`src/rtl/mcuct_pkg.sv`:
```
`timescale 1ns / 1ps
// Shared types, codes and constants for the multi-channel countdown timer.
// No dependencies; the core and the decrement unit refer to it by scoped names.
package mcuct_pkg;

  // Default channel count of the timer table
  localparam int CHANNELS_DEF = 16;

  // Field widths fixed by the interface
  localparam int CH_W    = 4;
  localparam int BYTE_W  = 8;
  localparam int COUNT_W = 6;
  localparam int UNIT_W  = 2;
  localparam int CFG_W   = 16;

  // Input kind codes
  localparam logic [1:0] KIND_TICK = 2'd0;
  localparam logic [1:0] KIND_LOAD = 2'd1;
  localparam logic [1:0] KIND_READ = 2'd2;

  // Configuration register indexes
  localparam logic [1:0] REG_RUN_ENABLE     = 2'd0;
  localparam logic [1:0] REG_LAST_CHANNEL   = 2'd1;
  localparam logic [1:0] REG_SUSPENDED_MASK = 2'd2;

  // Unit codes in bits 7:6 of a timer byte
  localparam logic [1:0] UNIT_20MS  = 2'd0;
  localparam logic [1:0] UNIT_100MS = 2'd1;
  localparam logic [1:0] UNIT_1S    = 2'd2;
  localparam logic [1:0] UNIT_10S   = 2'd3;

  // Last value of each prescaler before it wraps (wraps at 5, 50, 500)
  localparam logic [2:0] P100_LAST = 3'd4;
  localparam logic [5:0] P1S_LAST  = 6'd49;
  localparam logic [8:0] P10S_LAST = 9'd499;

  // Sequencer states
  typedef enum logic [2:0] {
    ST_IDLE,
    ST_READ,
    ST_SCAN,
    ST_DRAIN,
    ST_FLUSH
  } state_t;

  // Prescalers sitting at zero after the current tick's advance
  typedef struct packed {
    logic z100;
    logic z1s;
    logic z10s;
  } presc_zero_t;

  // Verdict of the decrement unit for one channel
  typedef struct packed {
    logic              due;
    logic              fire;
    logic              wr;
    logic [BYTE_W-1:0] byte_next;
  } eval_t;

endpackage

```
`src/rtl/multi_channel_unit_countdown_timer_core.sv`:
```
`timescale 1ns / 1ps
// Top level of the multi-channel countdown timer: sequencer, prescalers, config.
// Depends on mcuct_pkg, mcuct_ram and mcuct_eval.
//
//  channel   signals                                  beat taken when
//  -------   --------------------------------------   -------------------------
//  command   start, busy, kind, channel, timer_byte   start && !busy
//  result    result_valid, fired, channel_out,        result_valid (one cycle)
//            timer_out, last
//  config    cfg_write, cfg_index, cfg_data           cfg_write
//
// A load or a tick with run off leaves the sequencer in ST_IDLE; a read passes
// through ST_READ and its result is registered out of it. A running tick passes
// through ST_SCAN, ST_DRAIN and ST_FLUSH (straight to ST_FLUSH when the scan bound
// is zero): the scan reads one table entry per cycle through the single RAM read
// port and the shared decrement unit, which judges each entry in the cycle after its read.
// rst is synchronous; it clears the table's valid bits, so every entry reads
// as idle, with no clearing pass. Results cannot be stalled.
module multi_channel_unit_countdown_timer_core #(
  parameter int CHANNELS = mcuct_pkg::CHANNELS_DEF
) (
  input  logic                          clk,
  input  logic                          rst,
  // command
  input  logic                          start,
  output logic                          busy,
  input  logic [1:0]                    kind,
  input  logic [mcuct_pkg::CH_W-1:0]    channel,
  input  logic [mcuct_pkg::BYTE_W-1:0]  timer_byte,
  // results
  output logic                          result_valid,
  output logic                          fired,
  output logic [mcuct_pkg::CH_W-1:0]    channel_out,
  output logic [mcuct_pkg::BYTE_W-1:0]  timer_out,
  output logic                          last,
  // configuration
  input  logic                          cfg_write,
  input  logic [1:0]                    cfg_index,
  input  logic [mcuct_pkg::CFG_W-1:0]   cfg_data
);

  localparam int AW      = $clog2(CHANNELS);
  localparam int MAX_IDX = CHANNELS - 1;

  // Configuration registers
  logic                         run_enable;
  logic [mcuct_pkg::CH_W-1:0]   last_channel;
  logic [mcuct_pkg::CFG_W-1:0]  suspended_mask;

  // Sequencer and scan state
  mcuct_pkg::state_t            state, state_next;
  logic [mcuct_pkg::CH_W-1:0]   ptr;
  logic                         ev_go;
  logic [mcuct_pkg::CH_W-1:0]   ev_ch;
  logic                         pend_valid;
  logic [mcuct_pkg::CH_W-1:0]   pend_ch;
  logic [mcuct_pkg::CH_W-1:0]   op_ch;
  logic                         op_in_range;
  logic                         vld_q;

  // Prescalers
  logic [2:0]                   p100;
  logic [5:0]                   p1s;
  logic [8:0]                   p10s;

  // Valid bit per table entry
  logic [2**AW-1:0]             vld;

  // Control
  logic                         accept;
  logic                         tick_run;
  logic                         load_wr;
  logic                         in_range;
  logic [mcuct_pkg::CH_W-1:0]   lim;
  logic                         scanning;
  logic                         eval_en;
  logic                         fire_now;

  // RAM port
  logic                         ram_we;
  logic [AW-1:0]                ram_waddr;
  logic [mcuct_pkg::BYTE_W-1:0] ram_wdata;
  logic [AW-1:0]                ram_raddr;
  logic [mcuct_pkg::BYTE_W-1:0] ram_rdata;
  logic [mcuct_pkg::BYTE_W-1:0] entry;

  mcuct_pkg::presc_zero_t       pz;
  mcuct_pkg::eval_t             verdict;

  // Scan bound: last_channel capped at the table's top index
  assign lim      = (int'(last_channel) > MAX_IDX) ? mcuct_pkg::CH_W'(MAX_IDX) : last_channel;
  assign in_range = int'(channel) < CHANNELS;

  // Configuration writes
  always_ff @(posedge clk) begin
    if (rst) begin
      run_enable     <= 1'b0;
      last_channel   <= '0;
      suspended_mask <= '0;
    end else if (cfg_write) begin
      case (cfg_index)
        mcuct_pkg::REG_RUN_ENABLE:     run_enable     <= cfg_data[0];
        mcuct_pkg::REG_LAST_CHANNEL:   last_channel   <= cfg_data[mcuct_pkg::CH_W-1:0];
        mcuct_pkg::REG_SUSPENDED_MASK: suspended_mask <= cfg_data;
        default: ;
      endcase
    end
  end

  // Next state
  always_comb begin
    state_next = state;
    case (state)
      mcuct_pkg::ST_IDLE: begin
        if (start) begin
          if (kind == mcuct_pkg::KIND_TICK && run_enable) begin
            state_next = (lim == '0) ? mcuct_pkg::ST_FLUSH : mcuct_pkg::ST_SCAN;
          end else if (kind == mcuct_pkg::KIND_READ) begin
            state_next = mcuct_pkg::ST_READ;
          end
        end
      end
      mcuct_pkg::ST_READ:  state_next = mcuct_pkg::ST_IDLE;
      mcuct_pkg::ST_SCAN: begin
        if (ptr == lim) begin
          state_next = mcuct_pkg::ST_DRAIN;
        end
      end
      mcuct_pkg::ST_DRAIN: state_next = mcuct_pkg::ST_FLUSH;
      mcuct_pkg::ST_FLUSH: state_next = mcuct_pkg::ST_IDLE;
      default:             state_next = mcuct_pkg::ST_IDLE;
    endcase
  end

  always_ff @(posedge clk) begin
    if (rst) begin
      state <= mcuct_pkg::ST_IDLE;
    end else begin
      state <= state_next;
    end
  end

  // Control outputs of the sequencer
  always_comb begin
    busy     = (state != mcuct_pkg::ST_IDLE);
    accept   = start && !busy;
    tick_run = accept && (kind == mcuct_pkg::KIND_TICK) && run_enable;
    load_wr  = accept && (kind == mcuct_pkg::KIND_LOAD) && in_range;
    scanning = (state == mcuct_pkg::ST_SCAN) || (state == mcuct_pkg::ST_DRAIN);
    eval_en  = scanning && ev_go;
    fire_now = eval_en && verdict.fire;

    ram_raddr = (state == mcuct_pkg::ST_IDLE) ? AW'(channel) : AW'(ptr);
    if (eval_en && verdict.wr) begin
      ram_we    = 1'b1;
      ram_waddr = AW'(ev_ch);
      ram_wdata = verdict.byte_next;
    end else begin
      ram_we    = load_wr;
      ram_waddr = AW'(channel);
      ram_wdata = timer_byte;
    end
  end

  // Prescalers advance once per running tick
  always_ff @(posedge clk) begin
    if (rst) begin
      p100 <= '0;
      p1s  <= '0;
      p10s <= '0;
    end else if (tick_run) begin
      p100 <= (p100 == mcuct_pkg::P100_LAST) ? '0 : p100 + 1'b1;
      p1s  <= (p1s  == mcuct_pkg::P1S_LAST)  ? '0 : p1s  + 1'b1;
      p10s <= (p10s == mcuct_pkg::P10S_LAST) ? '0 : p10s + 1'b1;
    end
  end

  assign pz.z100 = (p100 == '0);
  assign pz.z1s  = (p1s  == '0);
  assign pz.z10s = (p10s == '0);

  // Timer table
  mcuct_ram #(
    .WIDTH (mcuct_pkg::BYTE_W),
    .DEPTH (CHANNELS)
  ) u_table (
    .clk   (clk),
    .we    (ram_we),
    .waddr (ram_waddr),
    .wdata (ram_wdata),
    .raddr (ram_raddr),
    .rdata (ram_rdata)
  );

  // Valid bits: an entry never loaded reads as idle
  always_ff @(posedge clk) begin
    if (rst) begin
      vld <= '0;
    end else if (load_wr) begin
      vld[AW'(channel)] <= 1'b1;
    end
  end

  always_ff @(posedge clk) begin
    vld_q <= vld[ram_raddr];
  end

  assign entry = vld_q ? ram_rdata : '0;

  mcuct_eval u_eval (
    .timer_byte (entry),
    .pz         (pz),
    .verdict    (verdict)
  );

  // Scan pointer and evaluation stage, which judges an entry in the cycle after its read
  always_ff @(posedge clk) begin
    if (rst) begin
      ev_go <= 1'b0;
    end else if (state == mcuct_pkg::ST_SCAN) begin
      ev_go <= !suspended_mask[ptr];
    end else begin
      ev_go <= 1'b0;
    end
  end

  always_ff @(posedge clk) begin
    if (tick_run) begin
      ptr <= mcuct_pkg::CH_W'(1);
    end else if (state == mcuct_pkg::ST_SCAN && ptr != lim) begin
      ptr <= ptr + 1'b1;
    end
    ev_ch <= ptr;
  end

  // Operand latch for a read
  always_ff @(posedge clk) begin
    if (accept) begin
      op_ch       <= channel;
      op_in_range <= in_range;
    end
  end

  // One fire report held back so the final one can carry last
  always_ff @(posedge clk) begin
    if (rst) begin
      pend_valid <= 1'b0;
    end else if (fire_now) begin
      pend_valid <= 1'b1;
    end else if (state == mcuct_pkg::ST_FLUSH) begin
      pend_valid <= 1'b0;
    end
  end

  always_ff @(posedge clk) begin
    if (fire_now) begin
      pend_ch <= ev_ch;
    end
  end

  // Result register
  always_ff @(posedge clk) begin
    if (rst) begin
      result_valid <= 1'b0;
    end else begin
      result_valid <= (state == mcuct_pkg::ST_READ) ||
                      (fire_now && pend_valid) ||
                      ((state == mcuct_pkg::ST_FLUSH) && pend_valid);
    end
  end

  always_ff @(posedge clk) begin
    if (state == mcuct_pkg::ST_READ) begin
      fired       <= 1'b0;
      channel_out <= op_ch;
      timer_out   <= op_in_range ? entry : '0;
      last        <= 1'b1;
    end else begin
      fired       <= 1'b1;
      channel_out <= pend_ch;
      timer_out   <= '0;
      last        <= (state == mcuct_pkg::ST_FLUSH);
    end
  end

  // Checks
  a_scan_ptr_bounds: assert property (@(posedge clk) disable iff (rst)
    state == mcuct_pkg::ST_SCAN |-> (ptr != '0) && (ptr <= lim))
    else $error("scan pointer outside channel range");

  a_wb_not_read_addr: assert property (@(posedge clk) disable iff (rst)
    (state == mcuct_pkg::ST_SCAN) && ram_we |-> ram_waddr != ram_raddr)
    else $error("write-back collides with scan read");

  a_no_pend_in_idle: assert property (@(posedge clk) disable iff (rst)
    state == mcuct_pkg::ST_IDLE |-> !pend_valid)
    else $error("fire report left behind after scan");

  a_fire_beat_clean: assert property (@(posedge clk) disable iff (rst)
    result_valid && fired |-> timer_out == '0)
    else $error("fire report carries timer data");

  a_read_beat_last: assert property (@(posedge clk) disable iff (rst)
    $past(state) == mcuct_pkg::ST_READ |-> result_valid && last && !fired)
    else $error("read answer missing");

endmodule

```
`src/rtl/mcuct_ram.sv`:
```
`timescale 1ns / 1ps
// Generic single-write, single-read RAM with a registered read port.
// No dependencies.
module mcuct_ram #(
  parameter int WIDTH = 8,
  parameter int DEPTH = 16
) (
  input  logic                     clk,
  input  logic                     we,
  input  logic [$clog2(DEPTH)-1:0] waddr,
  input  logic [WIDTH-1:0]         wdata,
  input  logic [$clog2(DEPTH)-1:0] raddr,
  output logic [WIDTH-1:0]         rdata
);

  logic [WIDTH-1:0] mem [DEPTH];

  // Write port
  always_ff @(posedge clk) begin
    if (we) begin
      mem[waddr] <= wdata;
    end
  end

  // Registered read port
  always_ff @(posedge clk) begin
    rdata <= mem[raddr];
  end

endmodule

```
`src/rtl/mcuct_eval.sv`:
```
`timescale 1ns / 1ps
// Shared decrement and compare unit: judges one timer byte per cycle.
// Depends on mcuct_pkg for the unit codes and the verdict struct.
module mcuct_eval (
  input  logic [mcuct_pkg::BYTE_W-1:0] timer_byte,
  input  mcuct_pkg::presc_zero_t       pz,
  output mcuct_pkg::eval_t             verdict
);

  logic [mcuct_pkg::UNIT_W-1:0]  unit;
  logic [mcuct_pkg::COUNT_W-1:0] cnt;
  logic [mcuct_pkg::COUNT_W-1:0] dec;
  logic                          unit_due;

  assign unit = timer_byte[mcuct_pkg::BYTE_W-1 -: mcuct_pkg::UNIT_W];
  assign cnt  = timer_byte[mcuct_pkg::COUNT_W-1:0];
  assign dec  = cnt - 1'b1;

  // Unit selects which prescaler must be at zero
  always_comb begin
    case (unit)
      mcuct_pkg::UNIT_20MS:  unit_due = 1'b1;
      mcuct_pkg::UNIT_100MS: unit_due = pz.z100;
      mcuct_pkg::UNIT_1S:    unit_due = pz.z1s;
      mcuct_pkg::UNIT_10S:   unit_due = pz.z10s;
      default:               unit_due = 1'b0;
    endcase
  end

  // A zero count is idle; reaching zero fires and leaves the byte alone
  always_comb begin
    verdict.due       = unit_due && (cnt != '0);
    verdict.fire      = verdict.due && (dec == '0);
    verdict.wr        = verdict.due && (dec != '0);
    verdict.byte_next = {unit, dec};
  end

endmodule
```
`config.mk`:
```
export PLATFORM = sky130hd
export DESIGN_NAME = multi_channel_unit_countdown_timer_core
export DESIGN_NICKNAME = d
export VERILOG_FILES = /design/src/rtl/mcuct_pkg.sv /design/src/rtl/multi_channel_unit_countdown_timer_core.sv /design/src/rtl/mcuct_ram.sv /design/src/rtl/mcuct_eval.sv
export SDC_FILE = /design/constraint.sdc
export NUM_CORES = 1
export LEC_CHECK = 0
export BUFFER_PORTS_ARGS = -buffer_cell sky130_fd_sc_hd__buf_2
export CAP_MARGIN = 20
export CELL_PAD_IN_SITES_DETAIL_PLACEMENT = 0
export CELL_PAD_IN_SITES_GLOBAL_PLACEMENT = 1
export CORE_MARGIN = 2
export CORE_UTILIZATION = 54
export DETAILED_ROUTE_END_ITERATION = 6
export GPL_TIMING_DRIVEN = 0
export PLACE_DENSITY_LB_ADDON = 0.1
export SLEW_MARGIN = 20
export SYNTH_ARGS = -nofsm -noshare
export SYNTH_HDL_FRONTEND = slang
export SYNTH_SLANG_ARGS = --single-unit
```
`constraint.sdc`:
```
create_clock -name clk -period 6.3 [get_ports clk]
set_input_delay 0.945 -clock clk [delete_from_list [all_inputs] [get_ports clk]]
set_output_delay 0.945 -clock clk [all_outputs]
set_load 0.02 [all_outputs]
```
## Word-level counts from Yosys, hierarchy flattened

Memory sizes are Yosys's and may differ from the RTL's. A register that Yosys moved wholly into a read port is not among the register bits.
Index checks and enable logic that the tools add are counted.
W data, S select, Z words.

| storage, ports and cells | value |
|---|---|
| flip-flop bits (word level) | 92 |
| output and inout bits | 16 |
| RAM bits | 128 |
| bits in latches | 0 |
| logic and storage cells | 116 |
| ROM bits | 0 |
| memories | 1 |

| cells by class | value |
|---|---|
| $mul | 0 |
| div/mod/pow operators | 0 |
| eq/ne operators | 19 |
| shifts and indexed selects | 0 |
| reductions and logical operators | 38 |
| $lt $le $gt $ge | 4 |
| bitwise logic cells | 2 |
| add/sub/neg operators | 5 |
| multiplexer cells | 27 |

Memory list:

| name | words | width | rd ports | clocked after Yosys merged registers in | wr ports | line | text |
|---|---|---|---|---|---|---|---|
| u_table.mem | 16 | 8 | 1 | 1 | 1 | mcuct_ram.sv:16 | `logic [WIDTH-1:0] mem [DEPTH];` |

Operators with widths:

| operator | number |
|---|---|
| $mux W3 | 6 |
| $mux W8 | 2 |
| $or A16 B16 Y16 | 1 |
| $logic_and A1 B1 Y1 | 15 |
| $lt A4 B5 Y1 const B | 3 |
| $logic_not A6 Y1 | 2 |
| $mux W4 | 3 |
| $reduce_bool A6 Y1 | 2 |
| $add A9 B1 Y9 const B | 1 |
| $eq A9 B9 Y1 const B | 1 |
| $logic_not A9 Y1 | 1 |
| $mux W1 | 9 |
| $mux W9 | 1 |
| $pmux W3 S3 | 1 |
| $bmux W1 S4 | 2 |
| $eq A2 B2 Y1 const B | 4 |
| $add A6 B1 Y6 const B | 1 |
| $eq A2 B1 Y1 const B | 3 |
| $eq A3 B2 Y1 const B | 2 |
| $eq A3 B3 Y1 const B | 2 |
| $eq A6 B6 Y1 const B | 1 |
| $logic_not A2 Y1 | 3 |
| $logic_not A3 Y1 | 2 |
| $mux W6 | 1 |
| 20 further kinds | 26 |

## Depth between registers and ports, before layout

| depth | value |
|---|---|
| word-level depth | 9 |
| gate-level depth with buffers | 9 |
| gate-level depth less buffers | 7 |

## By module

A second synthesis with hierarchy kept.

| unflattened totals | value |
|---|---|
| cells, all modules | 700 |
| area total of the unflattened synthesis | 9555.4 um^2 |

By module, submodules not included:

| module | cells each | instances | seq. area each (um^2) | area each (um^2) |
|---|---|---|---|---|
| mcuct_ram | 229 | 1 | 4003.8 | 5147.4 |
| multi_channel_unit_countdown_timer_core | 435 | 1 | 1921.8 | 4154.0 |
| mcuct_eval | 36 | 1 | 0.0 | 254.0 |

## Worst setup path before layout

No wires, ideal clock.

| timing path | value |
|---|---|
| kind | reg-to-reg |
| start | reg vld_q |
| end | mem u_table.mem[12][0] (enable) |
| library setup time | 0.398 ns |
| required time | 5.902 ns |
| arrival time | 2.937 ns |
| cell stages (with the launch flop) | 8 |
| path slack | 2.965 ns |
| period minus slack after synthesis | 3.335 ns |
| cells stage by stage | dfxtp_1 -> clkbuf_1 -> nand2_1 -> ha_1 -> a221oi_1 -> nand2_1 -> clkbuf_1 -> o41ai_1 |

| between the ends | value |
|---|---|
| longest elaborated chain between the ends | 9 |
| elaborated cells on any way between the ends | 16 |

RTL lines:

| what | line | text |
|---|---|---|
| from (decl) | multi_channel_unit_countdown_timer_core.sv:59 | `logic vld_q;` |
| from (signal assigned) | multi_channel_unit_countdown_timer_core.sv:205 | `vld_q <= vld[ram_raddr];` |
| $mux W8 * | multi_channel_unit_countdown_timer_core.sv:208 | `assign entry = vld_q ? ram_rdata : '0;` |
| branches (longest 3 deep; another with $sub A6 B1 Y6) | - |  |
| $logic_and A1 B1 Y1 * | mcuct_eval.sv:34 | `verdict.wr = verdict.due && (dec != '0);` |
| $logic_and A1 B1 Y1 * | multi_channel_unit_countdown_timer_core.sv:154 | `if (eval_en && verdict.wr) begin` |
| $mux W1 | multi_channel_unit_countdown_timer_core.sv:154 |  |
| $mux W1 | mcuct_ram.sv:20 | `if (we) begin` |
| $mux W1 (implied by the code) | mcuct_ram.sv:21 | `mem[waddr] <= wdata;` |
| to (decl) | mcuct_ram.sv:16 |  |

Every way passes the cells marked *.

## Final worst setup path

| timing path | value |
|---|---|
| start | reg vld_q |
| end | mem u_table.mem[12][6] (enable) |

Same word-level chain as after synthesis.

==> summary.txt <==
Post-synth EDFFs: 136
Die H: 138 µm
Multi-input gate area: 0.00355 mm²
share of cells above drive strength 1: 0.184
RePlAce Congestion: 0.920
max_slew headroom: 0.358
register area share after synthesis: 0.615
Synth Flop Type: edfxtp_1
Final Instance Area: 0.0112 mm²
HP Class: flop to flop
Post-CTS Setup Inserts: 0
Die Width: 138 µm
Routed wire per std cell: 21.3 µm
crit-path max cell delay: 0.77 ns
CP Capture Type: flop
total congestion overflow: 0
Avg Inst Size Synth: 12.4 µm²
post-route clock skew: 0.00975 ns
CTS Buf Count: 24
Final TNS setup: 0 ns
pwr dens: 307 mW/mm²
Critical Path RT: 6.51 ns
Final Hold Viols: 0
Root Driver: clkbuf_16
IO Port Bufs: 51
endpoints failing setup: 0
first-pass GRT wire length: 36400 µm
fill count: 1346
vias in the first global route: 6403
area grow syn2layout: 16.7%
worst skew pair latency: 0.51 ns
crit-path max FO: 10
clk buf depth: 3
PostCTS Resize Cnt: 0
largest net degree at the start of global routing: 17
# nets final: 914
Peak VDD IR: 247 µV
ys async rst share: 0
GRT Total Usage: 0.258
vias: 6648
Slowest-stage cell, CP: a221oi_1
I/O Pins: 52
total routed wirelength: 23600 µm
Initial DRT Pass Iterations: 5
Setup crit start kind: flop
Final Cycle Share: 0.647
status: complete, no violations
H-tree levels: 1
CP Cell Sequence: clkbuf_1 > nand2_1 > ha_1 > a221oi_1 > nand2_1 > clkbuf_1 > o41ai_2 > buf_2
CTS sink cnt: 228
RSZ-0062 raised after global routing: false
Slew @ Worst Pin: 0.944 ns
CP Buf/Inv Count: 3
TritonCTS clock tree: done
FF+latch count, synth: 228
count of cell types in the netlist: 59
clk slew on worst S/H paths: 0.06 ns
initial antenna violation count: 1
DP Area: 0.0104 mm²
core region area: 0.0174 mm²
area of the die: 0.0189 mm²
max-capacitance violation count: 0
row cnt: 48
CTS Hold Bufs: 0
routed vias/inst: 5.99
Synth Instances: 777
Cell Area, Synth: 0.00964 mm²
FF/Latch Area: 0.00593 mm²
Peak Freq: 245 MHz
DRC viols: 0
antenna viol nets, final: 0
Synth warnings: 0
Pleak: 4.14 nW
initial drt markers: 578
Worst EP arrival: 4.29 ns
Mapped Nets: 824
Final min period: 4.08 ns
HPWL Detailed: 16500 µm
crit path kind: flop to flop
Max Slew Vio Count: 0
initial core utilization: 0.555
Top delay family on crit path: compound AO/OA/AOI/OAI gates
n_diodes: 0
[Yosys cell counts (6+ instances only)]
master,number,area share
clkbuf_1,29,0.011
or4_1,12,0.0093
mux2i_1,64,0.066
mux4_2,21,0.049
a21oi_1,47,0.024
nand2b_1,7,0.0045
edfxtp_1,136,0.42
xor2_1,9,0.0082
o21ai_0,6,0.0031
nand2_1,83,0.032
nand3_1,16,0.0083
o31ai_1,10,0.0078
ha_1,11,0.014
nor3_1,7,0.0036
o22ai_1,26,0.017
inv_1,20,0.0078
nand4_1,8,0.0052
xnor2_1,10,0.0091
nor2b_1,8,0.0052
dfxtp_1,92,0.19
o41ai_1,7,0.0064
a31oi_1,9,0.0058
nor2_1,64,0.025
and3_1,10,0.0065
[flip-flops by register name, summed over array words and instances, names as in the netlist, 6 cells and up]
signal,count
u_table.mem,128
suspended_mask,16
vld,16
p10s,9
timer_out,8
u_table.rdata,8
p1s,6
[final timing paths]
kind,from,end,slack (ns),cells past startpoint
setup reg to reg,vld_q,u_table.mem[12][6],2.22,8
hold / removal,ptr[3],ev_ch[3],0.35,0
hold reg to reg,ptr[3],ev_ch[3],0.35,0
setup / recovery,vld_q,u_table.mem[12][6],2.22,8
[cells in the final DEF (no fill, tap or decap), drive strengths merged, types with 5 or more instances in the layout]
master	Yosys	final
o31ai	10	10
buf	13	77
nor2	64	64
ha	11	11
edfxtp	136	136
clkbuf	29	60
o41ai	7	7
nor2b	8	8
mux4	21	21
nand2b	7	7
nand4	8	8
xnor2	10	10
nand3	16	16
a31oi	9	9
mux2i	64	64
dfxtp	92	92
nand2	83	83
inv	21	21
and3	10	10
a21oi	47	47
o22ai	26	26
bufinv	0	5
or4	12	12
nor3	8	8
xor2	9	9
clkinv	1	5
o21ai	7	7
[where the power goes]
| group | switching, mW | total, mW | leakage (nW) | internal (mW) |
|---|---|---|---|---|
| Combinational | 0.178 | 0.284 | 1.76 | 0.106 |
| Sequential | 0.0400 | 1.65 | 1.97 | 1.61 |
| Clock | 0.570 | 1.52 | 0.407 | 0.952 |
| Total | 0.787 | 3.46 | 4.14 | 2.67 |
[per-layer routing]
layer | vias up | global-route usage | wire, µm
li1 | 3079 | - | -
met1 | 3254 | 0.365 | 10400
met2 | 275 | 0.424 | 11200
met3 | 40 | 0.0350 | 1590
met4 | 0 | 0.0624 | 467
met5 | - | 0 | 0
[layout make-up]
type	count	share of cell area
clock inverter	13	0.0172
multi-input combinational	485	0.316
inverter	22	0.00734
clock buffer	31	0.0594
sequential	228	0.527
buffer	42	0.0176
timing repair buffer	64	0.0308
tap	225	0.0250
[cell families (layout without fill, tap and decap cells)]
group / after synthesis / count (layout) / synth area share
buf+inv: 64 / 172 / 0.0291
xor+xnor: 19 / 19 / 0.0173
compound gates: 125 / 125 / 0.0813
simple gates: 241 / 241 / 0.123
flops: 228 / 228 / 0.615
fa+ha+maj: 11 / 11 / 0.0143
mux: 89 / 89 / 0.120
[per-stage QoR]
stage	utilization	power, mW	std cells	hold WS [ns]	setup slack [ns]
6_report	0.648	3.46	1110	0.350	2.22
5_1_grt	0.648	3.55	1110	0.366	1.94
4_1_cts	0.648	3.47	1110	0.353	2.31
3_5_place_dp	0.598	1.96	1066	0.338	2.34
3_3_place_gp	0.586	1.94	1053	0.341	1.62
2_1_floorplan	-	1.85	777	0.329	2.96
Note: power is estimated with default switching activity, not from simulation.
